--- config.mk ---
export PLATFORM = sky130hd
export DESIGN_NAME = morse_key_timing_decoder
export DESIGN_NICKNAME = d
export VERILOG_FILES = /design/src/rtl/core/mktd_pkg.sv /design/src/rtl/core/mktd_ram.sv /design/src/rtl/core/mktd_next.sv /design/src/rtl/core/morse_key_timing_decoder.sv
export SDC_FILE = /design/constraint.sdc
export NUM_CORES = 1
export LEC_CHECK = 0
export BUFFER_PORTS_ARGS = -buffer_cell sky130_fd_sc_hd__buf_2
export CORE_MARGIN = 2
export CORE_UTILIZATION = 45
export CTS_CLUSTER_SIZE = 24
export DETAILED_ROUTE_END_ITERATION = 8
export PLACE_DENSITY = 0.57
export SLEW_MARGIN = 20
export SYNTH_ARGS = -nofsm -noshare
export SYNTH_HDL_FRONTEND = slang
export SYNTH_HIERARCHICAL = 1
export SYNTH_SLANG_ARGS = --single-unit
--- constraint.sdc ---
create_clock -name i_clk -period 6.45 [get_ports i_clk]
set_clock_uncertainty 0.05 [all_clocks]
set_input_delay 0.3225 -clock i_clk [delete_from_list [all_inputs] [get_ports i_clk]]
set_output_delay 0.3225 -clock i_clk [all_outputs]
set_load 0.1 [all_outputs]
--- src/rtl/core/mktd_pkg.sv ---
package mktd_pkg;

    // Pattern buffer depth in elements and width of the tick counter.
    localparam int MAX_ELEMENTS = 16;
    localparam int COUNT_WIDTH  = 16;

    // Derived widths.
    localparam int LEN_W = $clog2(MAX_ELEMENTS + 1);
    localparam int IDX_W = $clog2(MAX_ELEMENTS);
    localparam int REG_W = 16;
    localparam int CMP_W = (COUNT_WIDTH > REG_W) ? COUNT_WIDTH : REG_W;
    localparam int CFG_IDX_W = 2;

    // Character table: code, element count, shape (element i at bit i, 1 is a dah).
    localparam int ROM_SIZE  = 68;
    localparam int ROM_LEN_W = 3;
    localparam int ROM_SHP_W = 7;

    typedef enum logic [2:0] {
        EV_NONE     = 3'd0,
        EV_CHAR     = 3'd1,
        EV_UNKNOWN  = 3'd2,
        EV_OVERFLOW = 3'd3,
        EV_SPACE    = 3'd4,
        EV_LINE     = 3'd5
    } t_event;

    typedef enum logic [CFG_IDX_W-1:0] {
        CFG_DIT_LIMIT = 2'd0,
        CFG_CHAR_GAP  = 2'd1,
        CFG_WORD_GAP  = 2'd2,
        CFG_IDLE      = 2'd3
    } t_cfg_idx;

    typedef struct packed {
        logic [REG_W-1:0] dit_limit;
        logic [REG_W-1:0] char_gap_start;
        logic [REG_W-1:0] word_gap_start;
        logic [REG_W-1:0] idle_start;
    } t_cfg;

    typedef struct packed {
        logic                    line_high;
        logic [COUNT_WIDTH-1:0]  tick_count;
        logic [1:0]              gap_level;
        logic [MAX_ELEMENTS-1:0] pattern_bits;
        logic [LEN_W-1:0]        pattern_length;
        logic [2:0]              pause_count;
        logic                    space_sent;
    } t_state;

    typedef struct packed {
        logic       tone_on;
        t_event     event_kind;
        logic [7:0] char_code;
    } t_result;

    localparam t_state STATE_RESET = '0;

    localparam logic [7+ROM_LEN_W+ROM_SHP_W:0] ROM [ROM_SIZE] = '{
        {8'h41, 3'd2, 7'd2},  {8'h42, 3'd4, 7'd1},  {8'h43, 3'd4, 7'd5},
        {8'h44, 3'd3, 7'd1},  {8'h45, 3'd1, 7'd0},  {8'h46, 3'd4, 7'd4},
        {8'h47, 3'd3, 7'd3},  {8'h48, 3'd4, 7'd0},  {8'h49, 3'd2, 7'd0},
        {8'h4A, 3'd4, 7'd14}, {8'h4B, 3'd3, 7'd5},  {8'h4C, 3'd4, 7'd2},
        {8'h4D, 3'd2, 7'd3},  {8'h4E, 3'd2, 7'd1},  {8'h4F, 3'd3, 7'd7},
        {8'h50, 3'd4, 7'd6},  {8'h51, 3'd4, 7'd11}, {8'h52, 3'd3, 7'd2},
        {8'h53, 3'd3, 7'd0},  {8'h54, 3'd1, 7'd1},  {8'h55, 3'd3, 7'd4},
        {8'h56, 3'd4, 7'd8},  {8'h57, 3'd3, 7'd6},  {8'h58, 3'd4, 7'd9},
        {8'h59, 3'd4, 7'd13}, {8'h5A, 3'd4, 7'd3},
        {8'h30, 3'd5, 7'd31}, {8'h31, 3'd5, 7'd30}, {8'h32, 3'd5, 7'd28},
        {8'h33, 3'd5, 7'd24}, {8'h34, 3'd5, 7'd16}, {8'h35, 3'd5, 7'd0},
        {8'h36, 3'd5, 7'd1},  {8'h37, 3'd5, 7'd3},  {8'h38, 3'd5, 7'd7},
        {8'h39, 3'd5, 7'd15},
        {8'h22, 3'd6, 7'd18}, {8'h27, 3'd6, 7'd30}, {8'h24, 3'd7, 7'd72},
        {8'h28, 3'd5, 7'd13}, {8'h29, 3'd6, 7'd45}, {8'h2B, 3'd5, 7'd10},
        {8'h2C, 3'd6, 7'd51}, {8'h2D, 3'd6, 7'd33}, {8'h2E, 3'd6, 7'd42},
        {8'h2F, 3'd5, 7'd9},  {8'h3A, 3'd6, 7'd7},  {8'h3B, 3'd6, 7'd21},
        {8'h3D, 3'd5, 7'd17}, {8'h3F, 3'd6, 7'd12}, {8'h5F, 3'd6, 7'd44},
        {8'h40, 3'd6, 7'd22}, {8'h3C, 3'd6, 7'd40}, {8'h3E, 3'd7, 7'd81},
        {8'h21, 3'd5, 7'd8},  {8'h26, 3'd5, 7'd2},  {8'h2A, 3'd5, 7'd10},
        {8'h65, 3'd7, 7'd0},
        {8'hDC, 3'd4, 7'd12}, {8'hC4, 3'd4, 7'd10}, {8'hC7, 3'd5, 7'd5},
        {8'hD6, 3'd4, 7'd7},  {8'hC9, 3'd5, 7'd4},  {8'hC8, 3'd5, 7'd18},
        {8'hC0, 3'd5, 7'd22}, {8'hD1, 3'd5, 7'd27}, {8'hAA, 3'd4, 7'd15},
        {8'hAE, 3'd5, 7'd19}
    };

endpackage

--- src/rtl/core/mktd_ram.sv ---
module mktd_ram #(
    parameter int WIDTH = 8,
    parameter int DEPTH = 1
) (
    input  logic                                    i_clk,
    input  logic                                    i_we,
    input  logic [((DEPTH > 1) ? $clog2(DEPTH) : 1)-1:0] i_waddr,
    input  logic [WIDTH-1:0]                        i_wdata,
    input  logic                                    i_re,
    input  logic [((DEPTH > 1) ? $clog2(DEPTH) : 1)-1:0] i_raddr,
    output logic [WIDTH-1:0]                        o_rdata
);

    logic [WIDTH-1:0] r_mem [DEPTH];
    logic [WIDTH-1:0] r_rdata;

    // Read returns the old contents when the same entry is written at the same edge.
    always_ff @(posedge i_clk) begin
        if (i_we) begin
            r_mem[i_waddr] <= i_wdata;
        end
        if (i_re) begin
            r_rdata <= r_mem[i_raddr];
        end
    end

    assign o_rdata = r_rdata;

endmodule

--- src/rtl/core/mktd_next.sv ---
module mktd_next
    import mktd_pkg::*;
(
    input  t_state  i_state,
    input  logic    i_key,
    input  t_cfg    i_cfg,
    output t_state  o_state,
    output t_result o_res
);

    localparam logic [COUNT_WIDTH-1:0] CMAX = '1;

    logic                        hit;
    logic [7:0]                  hit_code;
    logic [CMP_W-1:0]            tick_ext;
    logic                        below_dit;
    logic                        below_char;
    logic                        below_word;
    logic                        below_idle;

    // Priority search of the character table; the lowest entry wins.
    always_comb begin
        hit      = 1'b0;
        hit_code = '0;
        for (int i = ROM_SIZE - 1; i >= 0; i--) begin
            if (i_state.pattern_length == LEN_W'(ROM[i][ROM_LEN_W+ROM_SHP_W-1:ROM_SHP_W]) &&
                i_state.pattern_bits == MAX_ELEMENTS'(ROM[i][ROM_SHP_W-1:0])) begin
                hit      = 1'b1;
                hit_code = ROM[i][7+ROM_LEN_W+ROM_SHP_W:ROM_LEN_W+ROM_SHP_W];
            end
        end
    end

    assign tick_ext   = CMP_W'(i_state.tick_count);
    assign below_dit  = tick_ext < CMP_W'(i_cfg.dit_limit);
    assign below_char = tick_ext < CMP_W'(i_cfg.char_gap_start);
    assign below_word = tick_ext < CMP_W'(i_cfg.word_gap_start);
    assign below_idle = tick_ext < CMP_W'(i_cfg.idle_start);

    always_comb begin
        t_state     s;
        t_event     ev;
        logic [7:0] code;
        logic       do_pause;
        logic       three;

        s        = i_state;
        ev       = EV_NONE;
        code     = '0;
        do_pause = 1'b0;
        three    = 1'b0;

        if (i_state.line_high) begin
            if (!i_key) begin
                s.pause_count = '0;
                s.space_sent  = 1'b0;
                if (i_state.pattern_length >= LEN_W'(MAX_ELEMENTS)) begin
                    s.pattern_length = '0;
                    s.pattern_bits   = '0;
                    ev               = EV_OVERFLOW;
                end else begin
                    s.pattern_bits = i_state.pattern_bits |
                        (MAX_ELEMENTS'(!below_dit) << i_state.pattern_length[IDX_W-1:0]);
                    s.pattern_length = LEN_W'(i_state.pattern_length + 1'b1);
                end
                s.line_high  = 1'b0;
                s.tick_count = '0;
            end
        end else if (i_key) begin
            if (i_state.gap_level == 2'd3) begin
                ev = EV_LINE;
            end
            s.tick_count = '0;
            s.gap_level  = '0;
            s.line_high  = 1'b1;
        end else if (below_char) begin
            s = i_state;
        end else if (below_word) begin
            if (i_state.gap_level == 2'd0) begin
                do_pause    = 1'b1;
                s.gap_level = 2'd1;
            end
        end else if (below_idle) begin
            if (i_state.gap_level < 2'd2) begin
                do_pause    = 1'b1;
                three       = 1'b1;
                s.gap_level = 2'd2;
            end
        end else begin
            s.gap_level = 2'd3;
        end

        // A word gap counts as three pauses in a row.
        for (int k = 0; k < 3; k++) begin
            if (do_pause && (k == 0 || three) && !s.space_sent) begin
                if (s.pause_count == 3'd0) begin
                    ev               = hit ? EV_CHAR : EV_UNKNOWN;
                    code             = hit_code;
                    s.pattern_bits   = '0;
                    s.pattern_length = '0;
                end
                if (s.pause_count < 3'd4) begin
                    s.pause_count = s.pause_count + 3'd1;
                end
                if (s.pause_count > 3'd3) begin
                    ev           = EV_SPACE;
                    s.space_sent = 1'b1;
                end
            end
        end

        if (s.tick_count < CMAX) begin
            s.tick_count = s.tick_count + 1'b1;
        end

        o_state          = s;
        o_res.tone_on    = s.line_high;
        o_res.event_kind = ev;
        o_res.char_code  = (ev == EV_CHAR) ? code : 8'd0;
    end

endmodule

--- src/rtl/core/morse_key_timing_decoder.sv ---
// A word accepted at the input passes through the decode stage and then the output register.
// Throughput: one word per cycle while the output is not stalled; either side may idle or stall at will.
// The decoder state lives in a one-entry RAM read at accept and written as the word
// leaves the decode stage; a bypass register covers a write and read at the same edge.
// Reset (synchronous, active low) empties the pipeline, restores the timing registers
// to their defaults and marks the state RAM unwritten, so it reads as all zeros.
module morse_key_timing_decoder
    import mktd_pkg::*;
(
    input  logic                 i_clk,
    input  logic                 i_rst_n,
    input  logic                 i_valid,
    output logic                 o_stall,
    input  logic                 i_key_level,
    output logic                 o_valid,
    input  logic                 i_stall,
    output logic                 o_tone_on,
    output logic [2:0]           o_event_kind,
    output logic [7:0]           o_char_code,
    input  logic                 i_cfg_we,
    input  logic [CFG_IDX_W-1:0] i_cfg_idx,
    input  logic [REG_W-1:0]     i_cfg_data
);

    localparam int STATE_W     = $bits(t_state);
    localparam int STATE_DEPTH = 1;
    localparam int STATE_AW    = (STATE_DEPTH > 1) ? $clog2(STATE_DEPTH) : 1;
    localparam logic [STATE_AW-1:0] STATE_ADDR = '0;

    // Timing registers; the user must write them only while the decoder is idle, which the block leaves unenforced.
    t_cfg r_cfg;

    // Decode stage: the word whose state read is in flight or completed.
    logic   r_a_valid;
    logic   r_a_key;

    // The state RAM holds nothing useful until the first write after reset.
    logic   r_st_valid;
    logic   r_rd_init;

    // Bypass: the state written at the same edge as the read was issued.
    logic   r_byp_valid;
    t_state r_byp_state;

    // Output register.
    logic    r_out_valid;
    t_result r_out;

    logic             in_fire;
    logic             a_adv;
    logic             a_fire;
    logic [STATE_W-1:0] ram_rdata;
    t_state           cur_state;
    t_state           n_state;
    t_result          n_res;

    // The decode stage moves on whenever the output register is free or being emptied.
    assign a_adv   = !r_out_valid || !i_stall;
    assign a_fire  = r_a_valid && a_adv;
    assign o_stall = r_a_valid && !a_adv;
    assign in_fire = i_valid && !o_stall;

    always_ff @(posedge i_clk) begin
        if (!i_rst_n) begin
            r_cfg.dit_limit      <= REG_W'(9);
            r_cfg.char_gap_start <= REG_W'(9);
            r_cfg.word_gap_start <= REG_W'(23);
            r_cfg.idle_start     <= REG_W'(105);
        end else if (i_cfg_we) begin
            unique case (t_cfg_idx'(i_cfg_idx))
                CFG_DIT_LIMIT: r_cfg.dit_limit      <= i_cfg_data;
                CFG_CHAR_GAP:  r_cfg.char_gap_start <= i_cfg_data;
                CFG_WORD_GAP:  r_cfg.word_gap_start <= i_cfg_data;
                CFG_IDLE:      r_cfg.idle_start     <= i_cfg_data;
            endcase
        end
    end

    mktd_ram #(
        .WIDTH (STATE_W),
        .DEPTH (STATE_DEPTH)
    ) u_state_ram (
        .i_clk   (i_clk),
        .i_we    (a_fire),
        .i_waddr (STATE_ADDR),
        .i_wdata (n_state),
        .i_re    (in_fire),
        .i_raddr (STATE_ADDR),
        .o_rdata (ram_rdata)
    );

    // Pick the newest copy of the state: bypass, RAM, or the reset value.
    always_comb begin
        if (r_byp_valid) begin
            cur_state = r_byp_state;
        end else if (r_rd_init) begin
            cur_state = t_state'(ram_rdata);
        end else begin
            cur_state = STATE_RESET;
        end
    end

    mktd_next u_next (
        .i_state (cur_state),
        .i_key   (r_a_key),
        .i_cfg   (r_cfg),
        .o_state (n_state),
        .o_res   (n_res)
    );

    always_ff @(posedge i_clk) begin
        if (!i_rst_n) begin
            r_a_valid   <= 1'b0;
            r_st_valid  <= 1'b0;
            r_rd_init   <= 1'b0;
            r_byp_valid <= 1'b0;
            r_out_valid <= 1'b0;
        end else begin
            if (in_fire) begin
                r_a_valid   <= 1'b1;
                // A read issued at the edge of a write sees the old entry.
                r_byp_valid <= a_fire;
                r_rd_init   <= r_st_valid;
            end else if (a_fire) begin
                r_a_valid <= 1'b0;
            end
            if (a_fire) begin
                r_st_valid  <= 1'b1;
                r_out_valid <= 1'b1;
            end else if (!i_stall) begin
                r_out_valid <= 1'b0;
            end
        end
    end

    // Payload registers carry no reset.
    always_ff @(posedge i_clk) begin
        if (in_fire) begin
            r_a_key     <= i_key_level;
            r_byp_state <= n_state;
        end
        if (a_fire) begin
            r_out <= n_res;
        end
    end

    assign o_valid      = r_out_valid;
    assign o_tone_on    = r_out.tone_on;
    assign o_event_kind = r_out.event_kind;
    assign o_char_code  = r_out.char_code;

    // Input backpressure only arises from a full, stalled output register.
    a_stall_cause: assert property (@(posedge i_clk) disable iff (!i_rst_n)
        o_stall |-> (r_out_valid && i_stall))
        else $error("input stalled without a stalled output");

    // Any state write leaves the RAM marked as holding live state.
    a_state_written: assert property (@(posedge i_clk) disable iff (!i_rst_n)
        a_fire |=> r_st_valid)
        else $error("state RAM not marked written");

    // A character code is only carried by a character event.
    a_code_clean: assert property (@(posedge i_clk) disable iff (!i_rst_n)
        (o_valid && o_event_kind != EV_CHAR) |-> (o_char_code == 8'd0))
        else $error("character code on a non-character event");

    // A line break comes with the rising key edge, so the tone is on.
    a_line_tone: assert property (@(posedge i_clk) disable iff (!i_rst_n)
        (o_valid && o_event_kind == EV_LINE) |-> o_tone_on)
        else $error("line break without tone");

    // The buffered pattern never exceeds the buffer depth.
    a_len_bound: assert property (@(posedge i_clk) disable iff (!i_rst_n)
        r_a_valid |-> (cur_state.pattern_length <= LEN_W'(MAX_ELEMENTS)))
        else $error("pattern length beyond buffer depth");

endmodule

-- Word level (Yosys, flattened, before mapping)
Memories as Yosys holds them, arrays and structs flattened. A register that Yosys moved wholly into a read port is not among the register bits.
Index checks and enable logic that the tools add are counted.
- logic and storage cells: 384
- flip-flop bits (word level): 126
- memory bits (writable): 44
- memories: 1
- shift operators: 1
- multiplexer cells: 202
- $add $sub $neg: 5
- bitwise operators: 1
- order comparisons: 13
- equal/unequal tests: 47
- reductions and logical operators: 94
- memory list (memory ; depth ; width ; rd ports ; clocked after Yosys merged registers in ; wr ports ; line ; source):
    u_state_ram.r_mem ; 1 ; 44 ; 1 ; 1 ; 1 ; mktd_ram.sv:14 ; logic [WIDTH-1:0] r_mem [DEPTH];
- operator list (operator ; count):
    $mux W8 ; 73
    $eq A16 B5 Y1 const B ; 11
    $eq A16 B4 Y1 const B ; 8
    $mux W25 ; 5
    $eq A16 B6 Y1 const B ; 6
    $mux W44 ; 2
    $mux W1 ; 87
    $mux W21 ; 4
    $logic_and A1 B1 Y1 ; 74
    $eq A16 B3 Y1 const B ; 4
    $lt A16 B16 Y1 ; 4
    $mux W3 ; 19
    $mux W17 ; 2
    $eq A16 B2 Y1 const B ; 2
    $eq A16 B7 Y1 const B ; 2
    $eq A5 B3 Y1 const B ; 4
    $mux W19 ; 1
    $add A16 B1 Y16 const B ; 1
    $eq A16 B1 Y1 const B ; 1
    $logic_not A16 Y1 ; 1
    $lt A16 B16 Y1 const B ; 1
    $mux W16 ; 1
    $mux W2 ; 8
    $or A16 B16 Y16 ; 1
    other kinds (19) ; 41

-- Logic depth before layout (Yosys ltp)
Gate-level depths: netlist of run 1.
- word-level depth: 82
- gate-level depth with buffers: 25
- depth with buffers taken out: 22

-- Hierarchy
Netlist of run 1, hierarchy kept.
- modules (own cells, without submodules) (module ; cells each ; times used ; area each (µm²) ; seq. area each (µm²)):
    morse_key_timing_decoder ; 420 ; 1 ; 4750.8 ; 3093.0
    mktd_next ; 693 ; 1 ; 4458.0 ; 0.0
    mktd_ram ; 88 ; 1 ; 2642.5 ; 2642.5

-- Worst setup path after synthesis of run 1
OpenSTA, ideal clock, no wires.
- path kind: register to register
- from: register r_out_valid (netlist: o_valid)
- to: register r_rd_init
- stages on the path, launching flop included: 5
- setup time: 325 ps
- period minus slack after synthesis: 5947 ps
- buffers on the path: 0
- data arrival time: 5572 ps
- slack: 503 ps
- cell sequence: dfxtp_1 > nand3_1 > inv_1 > nor2_1 > o21ai_0
- longest elaborated chain between the ends: 6
- RTL lines (element ; line ; source):
    start, declared ; morse_key_timing_decoder.sv:46 ; logic r_out_valid;
    start signal, assigned ; morse_key_timing_decoder.sv:117 ; r_out_valid <= 1'b0;
    start signal, assigned ; morse_key_timing_decoder.sv:129 ; r_out_valid <= 1'b1;
    start signal, assigned ; morse_key_timing_decoder.sv:131 ; r_out_valid <= 1'b0;
    $logic_not A1 Y1 ; morse_key_timing_decoder.sv:58 ; assign a_adv = !r_out_valid || !i_stall;
    $logic_or A1 B1 Y1 ; morse_key_timing_decoder.sv:58 ;
    $logic_not A1 Y1 ; morse_key_timing_decoder.sv:60 ; assign o_stall = r_a_valid && !a_adv;
    $logic_and A1 B1 Y1 ; morse_key_timing_decoder.sv:60 ;
    net o_stall ; morse_key_timing_decoder.sv:13 ; output logic o_stall,
    $logic_not A1 Y1 ; morse_key_timing_decoder.sv:61 ; assign in_fire = i_valid && !o_stall;
    $logic_and A1 B1 Y1 ; morse_key_timing_decoder.sv:61 ;
    net in_fire ; morse_key_timing_decoder.sv:49 ; logic in_fire;
    end signal, assigned ; morse_key_timing_decoder.sv:123 ; r_rd_init <= r_st_valid;
    end, declared ; morse_key_timing_decoder.sv:39 ; logic r_rd_init;
The timed path passes the listed nets, and every way through them passes these cells.
A chain may end at the register's enable or synchronous reset.

==> metrics, run 1 <==
layout overhead on the synthesized area=10.75%; Worst path max stage delay=460 ps; post-CTS setup buffer count=0; number of maximum-capacitance constraint violations=0; delay-heaviest family, CP=compound AO/OA/AOI/OAI gates; GRT Total Usage=0.2210; most common library cell in the layout ignoring fill and taps=nand2_1; yosys synthesis warning count=6; Cell Rows=59; post-detailed-placement cell area=12,270 µm²; setup violation total in the final timing report=0; die boundary width=166.3 µm; Post-route DRC=0; effective utilization at floorplan=0.4559; Finished Layout Cells=1,576; CTS tree=yes; detailed-router iteration count before antenna repair=5; final hold violations=0; vias per cell=5.752; number of antenna violations at the first check in global routing=0; Max Transition Viols Final=0; commonest non-fill, non-tap cells in the layout=nand2_1 (202), edfxtp_1 (145), inv_1 (83); count of inserted antenna diode cells=0; Std-Cell Core Area=25,980 µm²; Tightest Hold Check Type=in2reg; total net switching power=924.7 µW; number of resized instances in the post-cts repair step=0; Slowest-stage cell, CP=buf_4; Pwr per Cell Area=259.4 nW/µm²; fraction of power consumed by sequential logic=0.462; headroom to the max-slew limit=0.3446; Avg WL per Cell=19.45 µm; Mapped Area=11,850 µm²; CTS H-tree depth=1; fraction of final layout cells with drive strength greater than 1=0.09992; Chip Height=166.3 µm; final HPWL from detailed placement=21,310 µm; clock power share=0.390; total number of nets in the final design=1,319; final worst-path cycle share=0.8984; maximum clock path buffer count=3; worst-margin pin slew=983.1 ps; number of global-route vias before repair=8,942; Fin Setup TNS=0 ps; Final Wtd Congestion=0.9176; Post-CTS Hold Buffers=9; pin count of the biggest net entering global routing=76; final instance area=13,120 µm²; switching share of power=0.2717; Fin Hold WS=27.29 ps; Max FO, Critical Path=45; Static Leak=0.004949 µW; result of the run=complete, no violations; vias=9,065; CTS buffer count=24; final WL=30,650 µm; Mapped Nets=1,295; global-route wire length before repair=49,230 µm; RSZ-0062 raised after global routing=false; buffers and inverters on the worst path=2; I/O pin count=38; cells after synthesis=1,200; TritonCTS Sinks=214; Int Pwr=2479 µW; number of placed instances with taps included=1,524; peak supply drop=0.1782 mV; startpoint-to-endpoint class of the critical path=reg2reg; Die Area=27,640 µm²; minimum clock period=5795 ps; cell-by-cell trace of the critical path=buf_4 -> a22o_1 -> ha_1 -> a2111o_1 -> a31oi_1 -> o21ai_1 -> a211o_1 -> mux2_4 -> or3_4 -> mux2i_2 -> inv_2 -> ha_1 -> nor2_1 -> nor2_2 -> ha_1 -> nor3_1 -> o31a_1 -> nor3b_1 -> a221oi_2 -> o21ai_2 -> nor4b_2; most frequent cell on the critical path=ha_1; critical path endpoint category=flop; average cell area after synthesis=9.873 µm²; arrival time at the worst endpoint=6090 ps; number of DRC markers after the initial detailed-route iteration=808; total congestion overflow=0; upper clock frequency limit=0.1726 GHz; total power consumption of the routed design=3404 µW; CTS Root Cell=clkbuf_16; Comb power frac=0.148; register clock-pin slew on the reported worst setup and hold paths=60 ps; Crit path required time=6750 ps; antenna violation net count after detailed routing=0; count of buffers inserted at the top-level ports=37; Skew-Pair Late Insertion Delay=530 ps; CP Launch Type=flop
[sequential cells by signal, indices dropped and copies added, names as in the netlist, 3 cells and up]
signal	cells
o_char_code	8
o_event_kind	3
r_byp_state	44
r_cfg	64
u_state_ram/o_rdata	44
u_state_ram/r_mem	44
[per-stage QoR]
step             util  setup WS (ps)
6_report       0.5050          655.2
5_1_grt        0.5050          260.1
4_1_cts        0.5050          696.4
3_5_place_dp   0.4720          745.5
3_3_place_gp   0.4720          825.1
2_1_floorplan       -          502.7
[layer usage]
metal / wire [µm] / GRT usage / part of all wire
met5: 0 / 0 / 0
met3: 1409 / 0.02908 / 0.046
met4: 1048 / 0.07946 / 0.034
met2: 13940 / 0.3568 / 0.45
met1: 14260 / 0.3069 / 0.47
[worst reg2reg max path: stages, from the launching register on]
cell and delay, ps:
dfxtp_2 350, buf_4 460, a22o_1 470, ha_1 320, a2111o_1 370, a31oi_1 140, o21ai_1 80, a211o_1 330
mux2_4 360, or3_4 460, mux2i_2 230, inv_2 80, ha_1 300, nor2_1 140, nor2_2 60, ha_1 210
nor3_1 240, o31a_1 240, nor3b_1 260, a221oi_2 70, o21ai_2 180, nor4b_2 220
[power groups by stage]
stage / combinational, µW / clock (µW) / sequential (µW)
2_1_floorplan: 338 / 0 / 1620
3_3_place_gp: 496 / 0 / 1600
3_5_place_dp: 497 / 0 / 1600
4_1_cts: 503 / 1370 / 1570
5_1_grt: 555 / 1430 / 1580
6_report: 503 / 1330 / 1570
[cell type report]
type,instances,area [µm²]
sequential,214,5737
timing repair buffer,60,380.4
fill,2429,12860
clock buffer,33,669.4
inverter,85,319.1
tap,335,419.2
clock inverter,10,96.34
multi-input combinational,839,5500
[path summary, 6_finish.rpt]
kind	start	to	slack, ps	depth (start not counted)
hold / removal	i_cfg_data[12]	r_cfg[60]	30	3
hold reg to reg	u_state_ram/r_mem[0][38]	u_state_ram/o_rdata[38]	370	0
setup reg to reg	r_byp_valid	o_char_code[1]	660	21
setup / recovery	r_byp_valid	o_char_code[1]	660	21
Power figures use the tool's default switching activity.
==> run 2, diff against run 1 <==
clock period = 6.4 ns   (was 6.45 ns; I/O delays follow)
==> run 2 against run 1 <==
Net effect: design area increased by 0.96%; wire length rose by 0.24%; non-clock buffer count up 4; critical path type unchanged; sequential power about the same; clock power is 9% higher; via count about the same; first-iteration DRC count shrank 8.8%; largest power group unchanged; combinational power up 1%; setup slack gained 160 ps.
==> metrics, run 2 (same netlist as run 1, synthesis figures left out) <==
layout overhead on the synthesized area=11.82%; total power consumption of the routed design=3540 µW (+4.0%); Layout Utilization=0.5098 (+0.004863); upper clock frequency limit=0.1792 GHz (+3.8%); CTS buffer count=25 (+4.2%); number of maximum-capacitance constraint violations=0 (unchanged); final HPWL from detailed placement=21,690 µm (+1.8%); Static Leak=0.004991 µW (+0.85%); Std-Cell Core Area=25,980 µm² (unchanged); post-CTS setup buffer count=0 (unchanged); Max Transition Viols Final=0 (unchanged); antenna violation net count after detailed routing=0 (unchanged); most frequent cell on the critical path=ha_1; flip-flop count of the largest register, all copies and words added=64 (unchanged); count of buffers inserted at the top-level ports=37 (unchanged); GRT Total Usage=0.2226 (+0.001615); Avg WL per Cell=19.41 µm (-0.20%); worst-margin pin slew=912.4 ps (-70.70 ps); vias=9,060 (-0.055%); startpoint-to-endpoint class of the critical path=reg2reg; Cell Rows=59 (unchanged); Worst path max stage delay=560 ps (+100 ps); Tightest Hold Check Type=in2reg; Skew-Pair Late Insertion Delay=540 ps (about the same); CTS H-tree depth=1 (unchanged); CTS tree=yes; CTS Root Cell=clkbuf_16; Pwr per Cell Area=267.2 nW/µm² (+3.0%); Die Area=27,640 µm² (unchanged); I/O pin count=38 (unchanged); die boundary width=166.3 µm (unchanged); total congestion overflow=0 (unchanged); vias per cell=5.723 (-0.50%); pin count of the biggest net entering global routing=71 (-6.6%); cell-by-cell trace of the critical path=nor2b_4 -> buf_4 -> a22o_1 -> ha_1 -> and3_1 -> a21oi_1 -> o41ai_1 -> nand4_1 -> or3_4 -> mux2i_2 -> inv_2 -> ha_1 -> nor2_1 -> nor2_2 -> ha_1 -> nor3_1 -> o31a_1 -> nor3b_1 -> a221oi_2 -> o21ai_2 -> nor4b_2; fraction of final layout cells with drive strength greater than 1=0.09696 (-0.002964); commonest non-fill, non-tap cells in the layout=nand2_1 (202), edfxtp_1 (145), inv_1 (83); final hold violations=0 (unchanged); Post-route DRC=0 (unchanged); most common library cell in the layout ignoring fill and taps=nand2_1; number of antenna violations at the first check in global routing=0 (unchanged); number of DRC markers after the initial detailed-route iteration=737 (-8.8%); register with the most flip-flops=r_cfg; buffers and inverters on the worst path=2 (unchanged); global-route wire length before repair=49,760 µm (+1.1%); effective utilization at floorplan=0.4559 (unchanged); final WL=30,730 µm (+0.24%); Filler cells=2,419 (-0.41%); total number of nets in the final design=1,324 (+0.38%); number of global-route vias before repair=8,973 (+0.35%); final worst-path cycle share=0.8721 (-0.02634); Fin Setup TNS=0 ps (unchanged); Crit path required time=6690 ps (-60 ps); result of the run=complete, no violations; RSZ-0062 raised after global routing=false; Max FO, Critical Path=23 (-49%); count of inserted antenna diode cells=0 (unchanged); peak supply drop=0.2280 mV (+28%); arrival time at the worst endpoint=5870 ps (-220 ps); setup violation total in the final timing report=0 (unchanged); Fin Hold WS=21.68 ps (-5.607 ps); CP Launch Type=flop; maximum clock path buffer count=3 (unchanged); minimum clock period=5581 ps (-213.5 ps); Chip Height=166.3 µm (unchanged); headroom to the max-slew limit=0.3872 (+0.04257); register clock-pin slew on the reported worst setup and hold paths=60 ps (about the same); delay-heaviest family, CP=simple AND/OR/NAND/NOR gates; critical path endpoint category=flop; TritonCTS Sinks=214 (unchanged); Final Wtd Congestion=0.9218 (+0.46%); Slowest-stage cell, CP=o41ai_1; detailed-router iteration count before antenna repair=5 (unchanged)
==> run 2: cell count changes in the layout (fill, tap and decap cells not counted), sizes merged <==
cell / delta
buf: +1
bufinv: +3
clkbuf: -6
clkinv: +2
clkinvlp: +2
dlygate4sd3: +3
inv: +2
==> run 2: metrics by stage <==
| stage | worst slack, ps | area [µm²] | std cells |
|---|---|---|---|
| after floorplan | 452.7 | 11850 | 1200 |
| after global placement | 967.8 | 12280 | 1525 |
| after detailed placement | 834.1 | 12280 | 1525 |
| after CTS | 813.8 | 13250 | 1583 |
| after global routing | 359.1 | 13250 | 1583 |
| final | 818.7 | 13250 | 1583 |
==> run 2: worst reg2reg max path, delay by kind of cell (launching register included) <==
kind,cells,cell delay (ps)
buffers and inverters,2,450
multiplexers,1,250
AND/OR/NAND/NOR,9,2130
AO/OA/AOI/OAI,6,1490
adder cells (fa/ha/maj),3,710
flip-flops,1,330
==> run 2: where the power goes <==
group / internal [µW] / leakage, µW / total (µW) / switching [µW]
sequential: 1560 / 0.00199 / 1580 / 24.2
combinational: 165 / 0.00259 / 508 / 343
clock: 881 / 0.000404 / 1450 / 567
total: 2610 / 0.00499 / 3540 / 934
==> run 2: final cells by class <==
| class | count | area, µm² | share of cell area |
|---|---|---|---|
| Clock buffer | 27 | 633.1 | 0.04779 |
| Clock inverter | 19 | 212.7 | 0.01606 |
| Inverter | 85 | 319.1 | 0.02408 |
| Multi-Input combinational cell | 839 | 5509 | 0.4158 |
| Sequential cell | 214 | 5737 | 0.4330 |
| Tap cell | 335 | 419.2 | 0.03164 |
| Timing Repair Buffer | 64 | 417.9 | 0.03155 |
==> run 2: layer usage <==
metal	up-vias	part of all wire	GRT usage	wire, µm
li1	4434	-	-	-
met1	4330	0.46	0.3080	14240
met2	240	0.47	0.3727	14410
met3	56	0.042	0.02336	1298
met4	0	0.025	0.06447	773
met5	-	0	0	0
==> run 2: path summary, 6_finish.rpt <==
path                                         startpoint  slack (ps)  cells past startpoint                     end
worst max register to register                r_rd_init         820                     21          o_char_code[1]
worst min register to register  u_state_ram/r_mem[0][8]         340                      0  u_state_ram/o_rdata[8]
worst max-delay path                          r_rd_init         820                     21          o_char_code[1]
worst min-delay path                      i_cfg_data[5]          20                      3                r_cfg[5]
==> run 2: timing repair <==
item | 4_1_cts | 5_1_grt
hold buffers | 12 | 0
gates resized for setup | 0 | 0
hold endpoints to repair | 19 | 0
